`src/rtl/core/hlfr_pkg.sv`:
```
`timescale 1ns / 1ps
// ----------------------------------------------------------------------------
// hlfr_pkg: header/length frame receiver package
// Shared types and constants for the frame receiver.
// ----------------------------------------------------------------------------
package hlfr_pkg;

  localparam int unsigned ByteW = 8;
  localparam int unsigned PosW  = 6;
  localparam int unsigned GapW  = 4;
  localparam int unsigned OpW   = 2;
  localparam int unsigned IdxW  = 3;

  localparam logic [ByteW-1:0] Hdr0     = 8'hA5;
  localparam logic [ByteW-1:0] Hdr1     = 8'hB4;
  localparam logic [ByteW-1:0] Bcast    = 8'hFF;
  localparam logic [PosW-1:0]  LenShort = 6'd6;
  localparam logic [PosW-1:0]  LenAddr  = 6'd7;
  localparam logic [PosW-1:0]  LenParam = 6'd38;
  localparam logic [PosW-1:0]  LenOther = 6'd7;
  localparam logic [PosW-1:0]  PosAddr  = 6'd2;
  localparam logic [PosW-1:0]  PosCmd   = 6'd3;
  localparam logic [PosW-1:0]  PosHdr1  = 6'd1;

  typedef enum logic [OpW-1:0] {
    OP_BYTE    = 2'd0,
    OP_TICK    = 2'd1,
    OP_RELEASE = 2'd2
  } hlfr_op_e;

  typedef enum logic [IdxW-1:0] {
    REG_STOP    = 3'd0,
    REG_START   = 3'd1,
    REG_ADDRESS = 3'd2,
    REG_PARAM   = 3'd3,
    REG_GAP     = 3'd4
  } hlfr_reg_e;

  typedef struct packed {
    logic [ByteW-1:0] stop_code;
    logic [ByteW-1:0] start_code;
    logic [ByteW-1:0] address_code;
    logic [ByteW-1:0] param_code;
    logic [GapW-1:0]  gap_ticks;
  } hlfr_cfg_t;

  typedef struct packed {
    logic             frame_pending;
    logic [PosW-1:0]  write_position;
    logic [PosW-1:0]  expected_length;
    logic [GapW-1:0]  gap_counter;
    logic [ByteW-1:0] first_byte;
    logic [ByteW-1:0] address_byte;
  } hlfr_state_t;

  typedef struct packed {
    logic             stored;
    logic [PosW-1:0]  position;
    logic [ByteW-1:0] byte_out;
    logic             frame_done;
    logic [PosW-1:0]  frame_length;
    logic             dropped;
  } hlfr_result_t;

endpackage

```
`src/rtl/core/hlfr_if.sv`:
```
`timescale 1ns / 1ps
// ----------------------------------------------------------------------------
// hlfr_if: frame receiver channels
// Valid/ready channels for input items and result items.
// ----------------------------------------------------------------------------
interface hlfr_req_if;
  logic       valid;
  logic       ready;
  logic [1:0] operation;
  logic [7:0] rx_byte;

  modport source (output valid, output operation, output rx_byte, input ready);
  modport sink   (input valid, input operation, input rx_byte, output ready);
endinterface

interface hlfr_rsp_if;
  logic       valid;
  logic       ready;
  logic       stored;
  logic [5:0] position;
  logic [7:0] byte_out;
  logic       frame_done;
  logic [5:0] frame_length;
  logic       dropped;

  modport source (
    output valid, output stored, output position, output byte_out,
    output frame_done, output frame_length, output dropped, input ready
  );
  modport sink (
    input valid, input stored, input position, input byte_out,
    input frame_done, input frame_length, input dropped, output ready
  );
endinterface

```
`src/rtl/core/hlfr_cfg.sv`:
```
`timescale 1ns / 1ps
// ----------------------------------------------------------------------------
// hlfr_cfg: configuration registers
// Command codes and gap reload value, written through a plain write port.
// ----------------------------------------------------------------------------
module hlfr_cfg
  import hlfr_pkg::*;
(
  input  logic             clk_i,
  input  logic             rst_ni,
  input  logic             cfg_we_i,
  input  logic [IdxW-1:0]  cfg_idx_i,
  input  logic [ByteW-1:0] cfg_wdata_i,
  output hlfr_cfg_t        cfg_o
);

  hlfr_cfg_t cfg_q, cfg_d;

  always_comb begin
    cfg_d = cfg_q;
    if (cfg_we_i) begin
      case (cfg_idx_i)
        REG_STOP:    cfg_d.stop_code    = cfg_wdata_i;
        REG_START:   cfg_d.start_code   = cfg_wdata_i;
        REG_ADDRESS: cfg_d.address_code = cfg_wdata_i;
        REG_PARAM:   cfg_d.param_code   = cfg_wdata_i;
        REG_GAP:     cfg_d.gap_ticks    = cfg_wdata_i[GapW-1:0];
        default:     ;
      endcase
    end
  end

  always_ff @(posedge clk_i or negedge rst_ni) begin
    if (!rst_ni) begin
      cfg_q.stop_code    <= 8'd0;
      cfg_q.start_code   <= 8'd1;
      cfg_q.address_code <= 8'd2;
      cfg_q.param_code   <= 8'd3;
      cfg_q.gap_ticks    <= 4'd5;
    end else begin
      cfg_q <= cfg_d;
    end
  end

  assign cfg_o = cfg_q;

endmodule

```
`src/rtl/core/hlfr_step.sv`:
```
`timescale 1ns / 1ps
// ----------------------------------------------------------------------------
// hlfr_step: frame receiver update logic
// Next receiver state and the result for one transaction.
// ----------------------------------------------------------------------------
module hlfr_step
  import hlfr_pkg::*;
(
  input  logic [OpW-1:0]   op_i,
  input  logic [ByteW-1:0] rx_byte_i,
  input  hlfr_cfg_t        cfg_i,
  input  hlfr_state_t      state_i,
  output hlfr_state_t      state_o,
  output hlfr_result_t     result_o
);

  function automatic logic [PosW-1:0] pick_length(
    input logic [ByteW-1:0] cmd,
    input logic [ByteW-1:0] addr,
    input hlfr_cfg_t        cfg
  );
    logic bc;
    bc = (addr == Bcast);
    if (cmd == cfg.stop_code && bc)         return LenShort;
    else if (cmd == cfg.start_code && bc)   return LenShort;
    else if (cmd == cfg.address_code && bc) return LenAddr;
    else if (cmd == cfg.param_code)         return LenParam;
    else                                    return LenOther;
  endfunction

  logic [PosW-1:0]  pos;
  logic [PosW:0]    pos_inc;
  logic [ByteW-1:0] first_b;
  logic [ByteW-1:0] addr_b;
  logic [PosW-1:0]  len_n;

  always_comb begin
    pos = state_i.write_position;
    if (pos >= state_i.expected_length && state_i.expected_length != '0) begin
      pos = '0;
    end
    if (state_i.gap_counter == '0) begin
      pos = '0;
    end
    pos_inc = {1'b0, pos} + 7'd1;
    first_b = (pos == '0) ? rx_byte_i : state_i.first_byte;
    addr_b  = (pos == PosAddr) ? rx_byte_i : state_i.address_byte;
    len_n   = (pos == PosCmd) ? pick_length(rx_byte_i, addr_b, cfg_i)
                              : state_i.expected_length;
  end

  always_comb begin
    state_o  = state_i;
    result_o = '0;
    case (hlfr_op_e'(op_i))
      OP_TICK: begin
        if (state_i.gap_counter != '0) begin
          state_o.gap_counter = state_i.gap_counter - 4'd1;
        end
      end
      OP_RELEASE: begin
        if (state_i.frame_pending) begin
          state_o.frame_pending  = 1'b0;
          state_o.write_position = '0;
          state_o.first_byte     = '0;
          state_o.address_byte   = '0;
        end
      end
      OP_BYTE: begin
        if (state_i.frame_pending) begin
          result_o.dropped = 1'b1;
        end else begin
          state_o.gap_counter  = cfg_i.gap_ticks;
          state_o.first_byte   = first_b;
          state_o.address_byte = addr_b;
          result_o.stored      = 1'b1;
          result_o.position    = pos;
          result_o.byte_out    = rx_byte_i;
          if (first_b != Hdr0) begin
            state_o.write_position = '0;
          end else if (pos == PosHdr1 && rx_byte_i != Hdr1) begin
            state_o.write_position = '0;
          end else begin
            state_o.expected_length = len_n;
            if (pos > PosCmd && pos_inc == {1'b0, len_n}) begin
              state_o.frame_pending  = 1'b1;
              state_o.write_position = '0;
              result_o.frame_done    = 1'b1;
            end else begin
              state_o.write_position = pos_inc[PosW-1:0];
            end
          end
        end
      end
      default: ;
    endcase
    result_o.frame_length = state_o.expected_length;
  end

endmodule

```
`src/rtl/core/header_length_frame_receiver.sv`:
```
`timescale 1ns / 1ps
// ----------------------------------------------------------------------------
// header_length_frame_receiver: header/length frame receiver
// The result of an accepted transaction is registered in the following cycle.
// Throughput: one transaction per cycle while no held result stalls input.
// A pending result that is not taken stalls input only while it is held.
// Reset clears state, presets INITIAL_LENGTH, loads code and gap defaults.
// ----------------------------------------------------------------------------
module header_length_frame_receiver
  import hlfr_pkg::*;
#(
  parameter int unsigned INITIAL_LENGTH = 40
) (
  input  logic             clk_i,
  input  logic             rst_ni,
  hlfr_req_if.sink         req_i,
  hlfr_rsp_if.source       rsp_o,
  input  logic             cfg_we_i,
  input  logic [IdxW-1:0]  cfg_idx_i,
  input  logic [ByteW-1:0] cfg_wdata_i
);

  hlfr_cfg_t    cfg;
  hlfr_state_t  state_q, state_n, state_d;
  hlfr_result_t res_n, res_q;
  logic         rsp_valid_q, rsp_valid_d;
  logic         accept;

  hlfr_cfg u_cfg (
    .clk_i       (clk_i),
    .rst_ni      (rst_ni),
    .cfg_we_i    (cfg_we_i),
    .cfg_idx_i   (cfg_idx_i),
    .cfg_wdata_i (cfg_wdata_i),
    .cfg_o       (cfg)
  );

  hlfr_step u_step (
    .op_i      (req_i.operation),
    .rx_byte_i (req_i.rx_byte),
    .cfg_i     (cfg),
    .state_i   (state_q),
    .state_o   (state_n),
    .result_o  (res_n)
  );

  assign req_i.ready = !rsp_valid_q || rsp_o.ready;
  assign accept      = req_i.valid && req_i.ready;

  assign state_d     = accept ? state_n : state_q;
  assign rsp_valid_d = accept || (rsp_valid_q && !rsp_o.ready);

  always_ff @(posedge clk_i or negedge rst_ni) begin
    if (!rst_ni) begin
      state_q.frame_pending   <= 1'b0;
      state_q.write_position  <= '0;
      state_q.expected_length <= PosW'(INITIAL_LENGTH);
      state_q.gap_counter     <= '0;
      state_q.first_byte      <= '0;
      state_q.address_byte    <= '0;
      rsp_valid_q             <= 1'b0;
    end else begin
      state_q     <= state_d;
      rsp_valid_q <= rsp_valid_d;
    end
  end

  always_ff @(posedge clk_i) begin
    if (accept) begin
      res_q <= res_n;
    end
  end

  assign rsp_o.valid        = rsp_valid_q;
  assign rsp_o.stored       = res_q.stored;
  assign rsp_o.position     = res_q.position;
  assign rsp_o.byte_out     = res_q.byte_out;
  assign rsp_o.frame_done   = res_q.frame_done;
  assign rsp_o.frame_length = res_q.frame_length;
  assign rsp_o.dropped      = res_q.dropped;

  a_pending_pos_zero: assert property (@(posedge clk_i) disable iff (!rst_ni)
    state_q.frame_pending |-> state_q.write_position == '0)
    else $error("write position not zero while a frame is pending");

  a_done_sets_pending: assert property (@(posedge clk_i) disable iff (!rst_ni)
    accept && res_n.frame_done |=> state_q.frame_pending)
    else $error("completed frame did not become pending");

  a_drop_only_pending: assert property (@(posedge clk_i) disable iff (!rst_ni)
    accept && res_n.dropped |-> state_q.frame_pending && !res_n.stored)
    else $error("byte dropped without a pending frame");

  a_length_floor: assert property (@(posedge clk_i) disable iff (!rst_ni)
    state_q.expected_length >= LenShort)
    else $error("expected length below the shortest frame");

endmodule
```
`src/flat_wrapper.sv`:
```
// flat-port wrapper written by rule: the top's interface ports become plain ports
module header_length_frame_receiver_flat import hlfr_pkg::*;
#(
  parameter int unsigned INITIAL_LENGTH = 40
)
  (clk_i, rst_ni, cfg_we_i, cfg_idx_i, cfg_wdata_i, req_i_valid, req_i_operation, req_i_rx_byte, req_i_ready, rsp_o_valid, rsp_o_stored, rsp_o_position, rsp_o_byte_out, rsp_o_frame_done, rsp_o_frame_length, rsp_o_dropped, rsp_o_ready);
  hlfr_req_if req_i_i ();
  hlfr_rsp_if rsp_o_i ();
  input  logic clk_i;
  input  logic rst_ni;
  input  logic cfg_we_i;
  input  logic [IdxW-1:0] cfg_idx_i;
  input  logic [ByteW-1:0] cfg_wdata_i;
  input wire logic [$bits(req_i_i.valid)-1:0] req_i_valid;
  input wire logic [$bits(req_i_i.operation)-1:0] req_i_operation;
  input wire logic [$bits(req_i_i.rx_byte)-1:0] req_i_rx_byte;
  output wire logic [$bits(req_i_i.ready)-1:0] req_i_ready;
  output wire logic [$bits(rsp_o_i.valid)-1:0] rsp_o_valid;
  output wire logic [$bits(rsp_o_i.stored)-1:0] rsp_o_stored;
  output wire logic [$bits(rsp_o_i.position)-1:0] rsp_o_position;
  output wire logic [$bits(rsp_o_i.byte_out)-1:0] rsp_o_byte_out;
  output wire logic [$bits(rsp_o_i.frame_done)-1:0] rsp_o_frame_done;
  output wire logic [$bits(rsp_o_i.frame_length)-1:0] rsp_o_frame_length;
  output wire logic [$bits(rsp_o_i.dropped)-1:0] rsp_o_dropped;
  input wire logic [$bits(rsp_o_i.ready)-1:0] rsp_o_ready;
  assign req_i_i.valid = req_i_valid;
  assign req_i_i.operation = req_i_operation;
  assign req_i_i.rx_byte = req_i_rx_byte;
  assign req_i_ready = req_i_i.ready;
  assign rsp_o_valid = rsp_o_i.valid;
  assign rsp_o_stored = rsp_o_i.stored;
  assign rsp_o_position = rsp_o_i.position;
  assign rsp_o_byte_out = rsp_o_i.byte_out;
  assign rsp_o_frame_done = rsp_o_i.frame_done;
  assign rsp_o_frame_length = rsp_o_i.frame_length;
  assign rsp_o_dropped = rsp_o_i.dropped;
  assign rsp_o_i.ready = rsp_o_ready;
  header_length_frame_receiver #(.INITIAL_LENGTH(INITIAL_LENGTH)) u_core (.clk_i(clk_i), .rst_ni(rst_ni), .req_i(req_i_i), .rsp_o(rsp_o_i), .cfg_we_i(cfg_we_i), .cfg_idx_i(cfg_idx_i), .cfg_wdata_i(cfg_wdata_i));
endmodule
```
`config.mk`:
```
export PLATFORM = sky130hd
export DESIGN_NAME = header_length_frame_receiver_flat
export DESIGN_NICKNAME = d
export VERILOG_FILES = /design/src/rtl/core/hlfr_pkg.sv /design/src/rtl/core/hlfr_if.sv /design/src/rtl/core/hlfr_cfg.sv /design/src/rtl/core/hlfr_step.sv /design/src/rtl/core/header_length_frame_receiver.sv /design/src/flat_wrapper.sv
export SDC_FILE = /design/constraint.sdc
export NUM_CORES = 1
export LEC_CHECK = 0
export BUFFER_PORTS_ARGS = -buffer_cell sky130_fd_sc_hd__buf_2
export CAP_MARGIN = 15
export CORE_ASPECT_RATIO = 0.75
export CORE_UTILIZATION = 55
export DETAILED_ROUTE_END_ITERATION = 16
export PLACE_DENSITY = 0.86
export SYNTH_ARGS = -nofsm -noshare
export SYNTH_HDL_FRONTEND = slang
export SYNTH_SLANG_ARGS = --single-unit
```
`constraint.sdc`:
```
create_clock -name clk_i -period 7.42 [get_ports clk_i]
set_clock_uncertainty 0.2 [all_clocks]
set_input_delay 1.484 -clock clk_i [delete_from_list [all_inputs] [get_ports clk_i]]
set_output_delay 1.484 -clock clk_i [all_outputs]
set_load 0.01 [all_outputs]
```
==> results of run 1 <==
synth_stat cells, types with 3 or more instances:
cell,n
sky130_fd_sc_hd__and2_1,11
sky130_fd_sc_hd__nor2_1,28
sky130_fd_sc_hd__clkbuf_1,12
sky130_fd_sc_hd__a21o_1,4
sky130_fd_sc_hd__nor2_2,3
sky130_fd_sc_hd__inv_1,16
sky130_fd_sc_hd__o211ai_1,3
sky130_fd_sc_hd__and3_1,4
sky130_fd_sc_hd__a2111oi_0,3
sky130_fd_sc_hd__nand2b_1,6
sky130_fd_sc_hd__nor3_1,9
sky130_fd_sc_hd__or2_2,3
sky130_fd_sc_hd__dfstp_2,8
sky130_fd_sc_hd__xnor2_1,27
sky130_fd_sc_hd__o22ai_1,3
sky130_fd_sc_hd__ha_1,11
sky130_fd_sc_hd__a21oi_1,11
sky130_fd_sc_hd__nand2_1,22
sky130_fd_sc_hd__mux2_2,40
sky130_fd_sc_hd__o21ai_0,9
sky130_fd_sc_hd__dfrtp_1,62
sky130_fd_sc_hd__edfxtp_1,23
sky130_fd_sc_hd__xor2_1,9
sky130_fd_sc_hd__a22o_1,21
sky130_fd_sc_hd__nand4_1,14
sky130_fd_sc_hd__nand3_1,5
sequential cells by signal, summed over array words and instances (netlist names), 6 cells and up:
register	count
u_core.u_cfg.cfg_o	36
u_core.state_q	33
u_core.rsp_o.byte_out	8
u_core.rsp_o.frame_length	6
u_core.rsp_o.position	6
metal layers:
layer	part of all wire	vias up	track usage
li1	-	1599	-
met1	0.46	1736	0.396
met2	0.44	174	0.415
met3	0.090	13	0.0651
met4	0.013	0	0.0800
met5	0	-	0
metrics by stage:
| stage | util | instances |
|---|---|---|
| after floorplan | - | 410 |
| after global placement | 0.627 | 554 |
| after detailed placement | 0.627 | 554 |
| after CTS | 0.660 | 570 |
| after global routing | 0.660 | 570 |
| final | 0.660 | 570 |
kinds of logic (layout without fill, tap and decap cells):
group           Yosys count  in the layout  share of synthesized area
compound gates           76             76                      0.126
xor+xnor                 36             36                     0.0663
fa+ha+maj                11             11                     0.0290
buf+inv                  31             86                     0.0261
flops                    93             93                      0.516
mux                      41             41                     0.0971
simple gates            122            122                      0.140
critical path, cell delays in order (launching register included):
cell and delay [ns]:
sky130_fd_sc_hd__dfstp_2 0.59, sky130_fd_sc_hd__inv_1 0.06, sky130_fd_sc_hd__ha_1 0.31, sky130_fd_sc_hd__a21oi_1 0.16, sky130_fd_sc_hd__o21a_1 0.22, sky130_fd_sc_hd__o21a_2 0.22
sky130_fd_sc_hd__nor2_1 0.05, sky130_fd_sc_hd__nor2_1 0.28, sky130_fd_sc_hd__nand2_1 0.18, sky130_fd_sc_hd__inv_1 0.19, sky130_fd_sc_hd__ha_1 0.29, sky130_fd_sc_hd__nand2_1 0.12
sky130_fd_sc_hd__o31ai_1 0.35, sky130_fd_sc_hd__a21o_1 0.16, sky130_fd_sc_hd__o2111ai_1 0.09, sky130_fd_sc_hd__a32o_2 0.23, sky130_fd_sc_hd__or4_4 0.49, sky130_fd_sc_hd__a2111oi_4 0.54
sky130_fd_sc_hd__o41ai_1 0.15, sky130_fd_sc_hd__a32o_2 0.24
path summary, 6_finish.rpt:
check	startpoint	to	slack, ns
setup / recovery	u_core.state_q[25]	u_core.state_q[28]	2.18
hold / removal	u_core.state_q[13]	u_core.state_q[13]	0.29
setup reg to reg	u_core.state_q[25]	u_core.state_q[28]	2.18
hold reg to reg	u_core.state_q[13]	u_core.state_q[13]	0.29
max in group asynchronous	rst_ni	u_core.state_q[1]	5.29
min in group asynchronous	rst_ni	u_core.state_q[20]	1.12
power groups by stage:
stage          sequential (W)  combinational, W  clock [W]
2_1_floorplan        0.000651          0.000151          0
3_3_place_gp         0.000657          0.000197          0
4_1_cts              0.000653          0.000209   0.000424
3_5_place_dp         0.000662          0.000206          0
6_report             0.000653          0.000208   0.000415
5_1_grt              0.000662          0.000231   0.000443
final cells by class:
cell class | instances | area, µm² | area share
multi-input combinational | 286 | 2180 | 0.406
clock buffer | 9 | 225 | 0.0420
sequential | 93 | 2450 | 0.457
timing repair buffer | 52 | 265 | 0.0495
clock inverter | 7 | 42.5 | 0.00793
tap | 105 | 131 | 0.0245
inverter | 18 | 67.6 | 0.0126
==> flow_metrics.py, run 1 <==
metrics = {
    "status": {
        "status": "finished, final reports clean",
    },
    "layout": {
        "layout.cells.most_common_list": "sky130_fd_sc_hd__dfrtp_1 (62), sky130_fd_sc_hd__buf_2 (50), sky130_fd_sc_hd__mux2_2 (40)",
        "antenna-diode-count": 0,
        "post_route_cells_drive_above_1_share": 0.292,
        "flow.area_growth_from_synthesis_pct": 12.8,
        "design.final.nets": 497,
        "fin_area_um2": 5360,
        "final_common_cell": "sky130_fd_sc_hd__dfrtp_1",
        "total_of_fill_cells_in_the_finished_design": 625,
    },
    "placement": {
        "detailed_placement_wirelength_estimate_um": 7880,
        "gp_congestion": 0.954,
        "detailed_place.area_um2": 5090,
        "dpl_worst_slack_ns": 2.33,
        "port_buffers": 50,
    },
    "detailed_routing": {
        "route.detailed.drc": 0,
        "postRouteWirelength_um": 11000,
        "vias": 3522,
        "detail_route.first_pass.iterations": 5,
        "avgRoutedWirePerCell_um": 19.3,
        "final_antenna_net_count": 0,
        "drtIter0Drc": 310,
        "per_cell_via_count_in_the_routed_design": 6.18,
    },
    "timing": {
        "setup-tns-final_ns": 0,
        "max_slew.worst_pin.slew_ns": 0.958,
        "finalCritPeriodShare": 0.707,
        "setup_failing_eps_final": 0,
        "max_clock_freq_ghz": 0.191,
        "report.final.hold_viol_count": 0,
        "layout_min_cycle_time_ns": 5.24,
        "fin_worst_hold_slack_ns": 0.294,
        "grt_setup_unrepaired": "no",
        "timing.final.max_slew_violations": 0,
        "worst_slew_slack_as_a_fraction_of_its_limit": 0.361,
        "layout_setup_ws_ns": 2.18,
    },
    "setup_path": {
        "worstSetupStartpointType": "flop",
        "crit_required_ns": 7.45,
        "rr_worst_depth": 19,
        "timing_worst_setup_path_type": "reg -> reg",
        "worstPathMaxFanout": 7,
        "timing.critical_path.to_type": "flop",
        "cp.arrival_ns": 5.28,
    },
    "clock_network": {
        "cts_resized": 0,
        "root_buffer": "sky130_fd_sc_hd__clkbuf_16",
        "post-cts-setup-buffer-count": 0,
        "cts_buffer_depth": 2,
        "clock_latency_ns": 0.34,
        "clock_sink_count": 93,
        "clock_tree.htree_level_count": 3,
        "clk_pin_slew_worst_paths_ns": 0.07,
        "count_of_hold_fix_buffers_inserted_at_cts": 0,
        "tritoncts.num_buffers": 9,
        "tritoncts": "built",
    },
    "power": {
        "cell_internal_pwr_w": 0.000932,
        "combPwrFrac": 0.163,
        "fin_total_pwr_w": 0.00128,
        "clkPwrFrac": 0.325,
        "leakage_nw": 2.29,
        "psw_w": 0.000344,
        "ir_drop_mv": 0.220,
        "power.switching_fraction": 0.270,
        "p_per_area_nw_per_um2": 238,
        "power.share.sequential": 0.512,
    },
    "synth": {
        "synth_edf_count": 23,
        "synth_top_flop_cell": "sky130_fd_sc_hd__dfrtp_1",
        "synth_area_leaders": "sky130_fd_sc_hd__dfrtp_1 (33%), sky130_fd_sc_hd__edfxtp_1 (15%), sky130_fd_sc_hd__mux2_2 (9.5%)",
        "ys.warnings.count": 0,
        "synth.distinct_cells": 58,
        "synthesis.area_per_instance_um2": 11.6,
        "asyncSetResetFlopFracSynth": 0.753,
        "postSynthCellCount": 410,
        "synthesis.nets": 447,
        "post_synthesis_cell_area_um2": 4750,
        "seq_cells_post_synth": 93,
        "synth_top_area_share": 0.326,
        "post-synth-top-area-cell": "sky130_fd_sc_hd__dfrtp_1",
        "synth-seq-area-share": 0.516,
    },
    "global_routing": {
        "globalRouteOverflowTotal": 0,
        "maximum_number_of_pins_on_one_net_before_global_route_repair": 71,
        "grt_antenna_before_repair": 0,
        "first_global_vias": 3405,
        "grt_pass1_wl_um": 18000,
        "gr_util_all_layers": 0.275,
    },
    "floorplan": {
        "core_area_um2": 8130,
        "die_w_um": 109,
        "floorplan.initialDensity": 0.585,
        "die_y_um": 82.5,
        "top_level_ports": 51,
        "floorplan.rows": 28,
        "dieArea_um2": 9020,
    },
    "flow_run": {
        "cap_violations": 0,
    },
    "worst_hold_path": {
        "hold_path_class": "reg -> reg",
        "hold_depth": 1,
    },
}
Power figures use the tool's default switching activity.
==> run 2, diff against run 1 <==
==> constraint.sdc (replaced) <==
create_clock -name clk_i -period 5 [get_ports clk_i]
set_clock_uncertainty 0.2 [all_clocks]
set_input_delay 1 -clock clk_i [delete_from_list [all_inputs] [get_ports clk_i]]
set_output_delay 1 -clock clk_i [all_outputs]
set_load 0.01 [all_outputs]
==> flow_metrics.py, run 2 (synthesis gave the netlist of run 1 again) <==
metrics = {
    "detailed_routing": {
        "avgRoutedWirePerCell_um": 20.0,
        "postRouteWirelength_um": 11700,
        "detail_route.first_pass.iterations": 4,
        "vias": 3617,
        "final_antenna_net_count": 0,
        "per_cell_via_count_in_the_routed_design": 6.20,
        "drtIter0Drc": 304,
        "route.detailed.drc": 0,
    },
    "setup_path": {
        "timing_worst_setup_path_type": "reg -> reg",
        "r2r_setup_slack_ns": 0.27,
        "crit_required_ns": 5.04,
        "worstPathMaxFanout": 7,
        "critPathMaxStageDelay_ns": 0.69,
        "cpLargestDelayFamily": "compound AO/OA/AOI/OAI gates",
        "critical_path.most_common_cell": "sky130_fd_sc_hd__inv_1",
        "crit_chain": "inv_1 > ha_1 > a21oi_1 > o21a_1 > o21a_2 > nor2_1 > nor2_2 > nand2_1 > inv_1 > ha_1 > inv_1 > or4_2 > o211ai_1 > buf_4 > nand3_1 > a21o_2 > a2111oi_4 > buf_6 > nor2_2 > a32o_2",
        "cp.arrival_ns": 4.76,
        "cpMaxStageDelayCell": "sky130_fd_sc_hd__or4_2",
        "crit_buf_inv": 5,
        "worstSetupStartpointType": "flop",
        "timing.critical_path.to_type": "flop",
    },
    "placement": {
        "port_buffers": 50,
        "gp_congestion": 0.917,
        "dpl_worst_slack_ns": 0.148,
        "detailed_placement_wirelength_estimate_um": 8260,
    },
    "clock_network": {
        "tritoncts": "built",
        "root_buffer": "sky130_fd_sc_hd__clkbuf_16",
        "clk_pin_slew_worst_paths_ns": 0.07,
        "clock_latency_ns": 0.34,
        "tritoncts.num_buffers": 9,
        "count_of_hold_fix_buffers_inserted_at_cts": 0,
        "cts_buffer_depth": 2,
        "clock_sink_count": 93,
        "clock_tree.htree_level_count": 3,
    },
    "layout": {
        "total_of_fill_cells_in_the_finished_design": 579,
        "largest_register_ffs": 36,
        "design.final.nets": 510,
        "flow.area_growth_from_synthesis_pct": 17.2,
        "layout.cells.most_common_list": "sky130_fd_sc_hd__dfrtp_1 (62), sky130_fd_sc_hd__buf_2 (50), sky130_fd_sc_hd__mux2_2 (40)",
        "post_route_cells_drive_above_1_share": 0.322,
        "finalCoreUtilization": 0.686,
        "antenna-diode-count": 0,
        "multi_input_combinational_cell_area_um2": 2210,
        "sequential_cell_area_um2": 2450,
        "final_common_cell": "sky130_fd_sc_hd__dfrtp_1",
    },
    "timing": {
        "max_slew.worst_pin.slew_ns": 0.947,
        "finalCritPeriodShare": 0.946,
        "worst_slew_slack_as_a_fraction_of_its_limit": 0.368,
        "timing.final.max_slew_violations": 0,
        "layout_setup_ws_ns": 0.271,
        "setup_failing_eps_final": 0,
        "max_clock_freq_ghz": 0.211,
        "setup-tns-final_ns": 0,
        "report.final.hold_viol_count": 0,
        "layout_min_cycle_time_ns": 4.73,
        "grt_setup_unrepaired": "no",
    },
    "global_routing": {
        "grt_pass1_wl_um": 19000,
        "maximum_number_of_pins_on_one_net_before_global_route_repair": 43,
        "gr_util_all_layers": 0.289,
        "grt_antenna_before_repair": 0,
        "globalRouteOverflowTotal": 0,
        "first_global_vias": 3710,
    },
    "power": {
        "p_per_area_nw_per_um2": 372,
        "ir_drop_mv": 0.263,
        "fin_total_pwr_w": 0.00207,
        "leakage_nw": 2.40,
    },
    "worst_hold_path": {
        "hold_path_class": "reg -> reg",
    },
    "floorplan": {
        "floorplan.initialDensity": 0.585,
        "top_level_ports": 51,
        "dieArea_um2": 9020,
        "core_area_um2": 8130,
        "die_y_um": 82.5,
        "die_w_um": 109,
        "floorplan.rows": 28,
    },
    "status": {
        "status": "finished, final reports clean",
    },
    "flow_run": {
        "cap_violations": 0,
    },
}
## run 2: timing repair
item,in CTS,in global routing
endpoints found under the setup margin,0,8
buffers inserted,0,2
resized for setup,0,8
## run 2: final cells by class
cell class | count | area share
flip-flops and latches | 93 | 0.440
clock inverters | 6 | 0.0198
multi-input cells | 286 | 0.396
clock buffers | 10 | 0.0429
inverters | 18 | 0.0121
repair buffers | 65 | 0.0658
well taps | 105 | 0.0236
## run 2: path summary, 6_finish.rpt
check / depth (start not counted) / end / from
min: 1 / u_core.state_q[10] / u_core.state_q[10]
max reg2reg: 20 / u_core.state_q[28] / u_core.state_q[25]
max in group asynchronous: 2 / u_core.u_cfg.cfg_o[20] / rst_ni
min reg2reg: 1 / u_core.state_q[10] / u_core.state_q[10]
min in group asynchronous: 1 / u_core.state_q[22] / rst_ni
max: 20 / u_core.state_q[28] / u_core.state_q[25]
## run 2: layer usage
metal / share of wire / GRT usage / vias to the layer above
li1: - / - / 1626
met1: 0.44 / 0.403 / 1781
met2: 0.45 / 0.440 / 174
met3: 0.078 / 0.0644 / 36
met4: 0.027 / 0.120 / 0
met5: 0 / 0 / -
## run 2: per-stage QoR
stage          instances  hold WS, ns  area [µm²]
6_report             583        0.293        5570
5_1_grt              583        0.322        5570
4_1_cts              581        0.299        5530
3_5_place_dp         565        0.285        5180
3_3_place_gp         565        0.276        5180
2_1_floorplan        410        0.257        4750
## run 2: power breakdown
group          total (W)  leakage, nW  internal (W)  switching (W)
clock network   0.000788        0.166      0.000501       0.000287
logic           0.000316         1.15      0.000160       0.000157
registers       0.000969         1.09      0.000894      0.0000757
total            0.00207         2.40       0.00155       0.000519
==> run 3, diff against run 2 <==
--- a/config.mk
+++ b/config.mk
@@ -7,7 +7,6 @@
 export LEC_CHECK = 0
 export BUFFER_PORTS_ARGS = -buffer_cell sky130_fd_sc_hd__buf_2
 export CAP_MARGIN = 15
-export CORE_ASPECT_RATIO = 0.75
 export CORE_UTILIZATION = 55
 export DETAILED_ROUTE_END_ITERATION = 16
 export PLACE_DENSITY = 0.86
==> flow_metrics.py, run 3 (synthesis gave the netlist of run 1 again) <==
metrics = {
    "placement": {
        "gp_congestion": 0.898,
        "post-place-cells": 563,
        "port_buffers": 50,
        "detailed_placement_wirelength_estimate_um": 7730,
    },
    "setup_path": {
        "timing.critical_path.to_type": "flop",
        "cpLargestDelayFamily": "compound AO/OA/AOI/OAI gates",
        "cpMaxStageDelayCell": "sky130_fd_sc_hd__or4_2",
        "critical_path.most_common_cell": "sky130_fd_sc_hd__inv_1",
        "crit_buf_inv": 5,
        "timing_worst_setup_path_type": "reg -> reg",
        "cp.arrival_ns": 4.82,
        "critPathMaxStageDelay_ns": 0.68,
        "crit_chain": "inv_1 > ha_1 > a21oi_1 > o21a_1 > o21a_2 > nor2_1 > nor2_2 > nand2_1 > inv_1 > ha_1 > inv_1 > or4_2 > o211ai_1 > buf_4 > nand3_1 > a21o_2 > a2111oi_4 > buf_6 > nor2_2 > a32o_2",
        "worstPathMaxFanout": 7,
        "worstSetupStartpointType": "flop",
        "crit_required_ns": 5.06,
    },
    "detailed_routing": {
        "route.detailed.drc": 0,
        "final_antenna_net_count": 0,
        "avgRoutedWirePerCell_um": 18.1,
        "drtIter0Drc": 204,
        "postRouteWirelength_um": 10500,
        "detail_route.first_pass.iterations": 4,
        "per_cell_via_count_in_the_routed_design": 5.98,
        "vias": 3473,
    },
    "power": {
        "ir_drop_mv": 0.200,
        "leakage_nw": 2.33,
        "p_per_area_nw_per_um2": 336,
    },
    "floorplan": {
        "top_level_ports": 51,
        "dieArea_um2": 9020,
        "floorplan.rows": 33,
        "floorplan.initialDensity": 0.573,
        "die_w_um": 95.0,
        "core_area_um2": 8300,
        "die_y_um": 95.0,
    },
    "timing": {
        "layout_min_cycle_time_ns": 4.75,
        "worst_slew_slack_as_a_fraction_of_its_limit": 0.472,
        "setup_failing_eps_final": 0,
        "timing.final.max_slew_violations": 0,
        "fin_worst_hold_slack_ns": 0.307,
        "report.final.hold_viol_count": 0,
        "finalCritPeriodShare": 0.951,
        "max_slew.worst_pin.slew_ns": 0.790,
        "max_clock_freq_ghz": 0.210,
    },
    "layout": {
        "sequential_cell_area_um2": 2450,
        "layout.cells.non_filler": 581,
        "largest_register_ffs": 36,
        "antenna-diode-count": 0,
        "layout.cells.most_common_list": "sky130_fd_sc_hd__dfrtp_1 (62), sky130_fd_sc_hd__buf_2 (50), sky130_fd_sc_hd__mux2_2 (40)",
        "total_of_fill_cells_in_the_finished_design": 632,
        "design.final.nets": 508,
        "flow.area_growth_from_synthesis_pct": 13.8,
        "final_common_cell": "sky130_fd_sc_hd__dfrtp_1",
        "post_route_cells_drive_above_1_share": 0.321,
        "multi_input_combinational_cell_area_um2": 2190,
    },
    "global_routing": {
        "gr_util_all_layers": 0.258,
        "grt_antenna_before_repair": 0,
        "first_global_vias": 3533,
        "maximum_number_of_pins_on_one_net_before_global_route_repair": 41,
        "grt_pass1_wl_um": 17500,
        "globalRouteOverflowTotal": 0,
    },
    "worst_hold_path": {
        "hold_path_class": "reg -> reg",
    },
    "flow_run": {
        "cap_violations": 0,
    },
    "clock_network": {
        "clock_latency_ns": 0.37,
        "root_buffer": "sky130_fd_sc_hd__clkbuf_8",
        "clk_pin_slew_worst_paths_ns": 0.10,
        "count_of_hold_fix_buffers_inserted_at_cts": 0,
        "clock_sink_count": 93,
        "tritoncts.num_buffers": 9,
        "clock_tree.htree_level_count": 3,
        "cts_buffer_depth": 2,
        "tritoncts": "built",
    },
    "status": {
        "status": "finished, final reports clean",
    },
}
[run 3: changes by cell type in the layout (fill, tap and decap cells not counted), moves of 2 or more]
cell,delta
sky130_fd_sc_hd__clkbuf_16,-9
sky130_fd_sc_hd__buf_4,-2
sky130_fd_sc_hd__inv_8,+3
sky130_fd_sc_hd__clkbuf_8,+8
sky130_fd_sc_hd__bufinv_16,-2
[run 3: metal layers]
layer | part of all wire | GRT usage
met4 | 0.017 | 0.0947
met3 | 0.053 | 0.0378
met2 | 0.47 | 0.415
met5 | 0 | 0
met1 | 0.46 | 0.356
[run 3: stage by stage]
| stage | setup TNS (ns) | worst slack (ns) | total power, W | utilization | instance area, µm² |
|---|---|---|---|---|---|
| after floorplan | 0 | 0.432 | 0.00119 | - | 4750 |
| after global placement | 0 | 0.220 | 0.00127 | 0.622 | 5160 |
| after detailed placement | 0 | 0.0973 | 0.00129 | 0.622 | 5160 |
| after CTS | 0 | 0.0624 | 0.00182 | 0.648 | 5380 |
| after global routing | -0.0248 | -0.0243 | 0.00190 | 0.652 | 5410 |
| final | 0 | 0.247 | 0.00182 | 0.652 | 5410 |
[run 3: final cells by class]
class / count / area share
clock buffer: 9 / 0.0229
clock inverter: 7 / 0.0167
inverter: 18 / 0.0125
multi-input combinational: 286 / 0.405
sequential: 93 / 0.453
tap: 105 / 0.0243
timing repair buffer: 63 / 0.0650
[run 3: worst paths after layout]
check,startpoint,slack (ns),cells after the start,endpoint
max reg2reg,u_core.state_q[25],0.25,20,u_core.state_q[28]
min reg2reg,u_core.state_q[13],0.31,1,u_core.state_q[13]
max,u_core.state_q[25],0.25,20,u_core.state_q[28]
min,u_core.state_q[13],0.31,1,u_core.state_q[13]
max in group asynchronous,rst_ni,3.15,2,u_core.u_cfg.cfg_o[20]
min in group asynchronous,rst_ni,0.46,1,u_core.state_q[16]
[run 3: timing repair]
item,in CTS,in global routing
buffers inserted,0,2
resized for setup,0,6
endpoints found under the setup margin,0,8
[run 3: report_power, final]
part	switching, W	total [W]	internal (W)
sequential	0.0000751	0.000967	0.000892
combinational	0.000151	0.000311	0.000160
clock	0.000292	0.000537	0.000245
total	0.000519	0.00182	0.00130
[run 3: worst reg2reg max path, delay by kind of cell, from the launching register on]
family / cells / cell delay, ns
compound gates: 7 / 1.57
fa+ha+maj: 2 / 0.52
buf+inv: 5 / 0.56
flops: 1 / 0.59
simple gates: 6 / 1.21
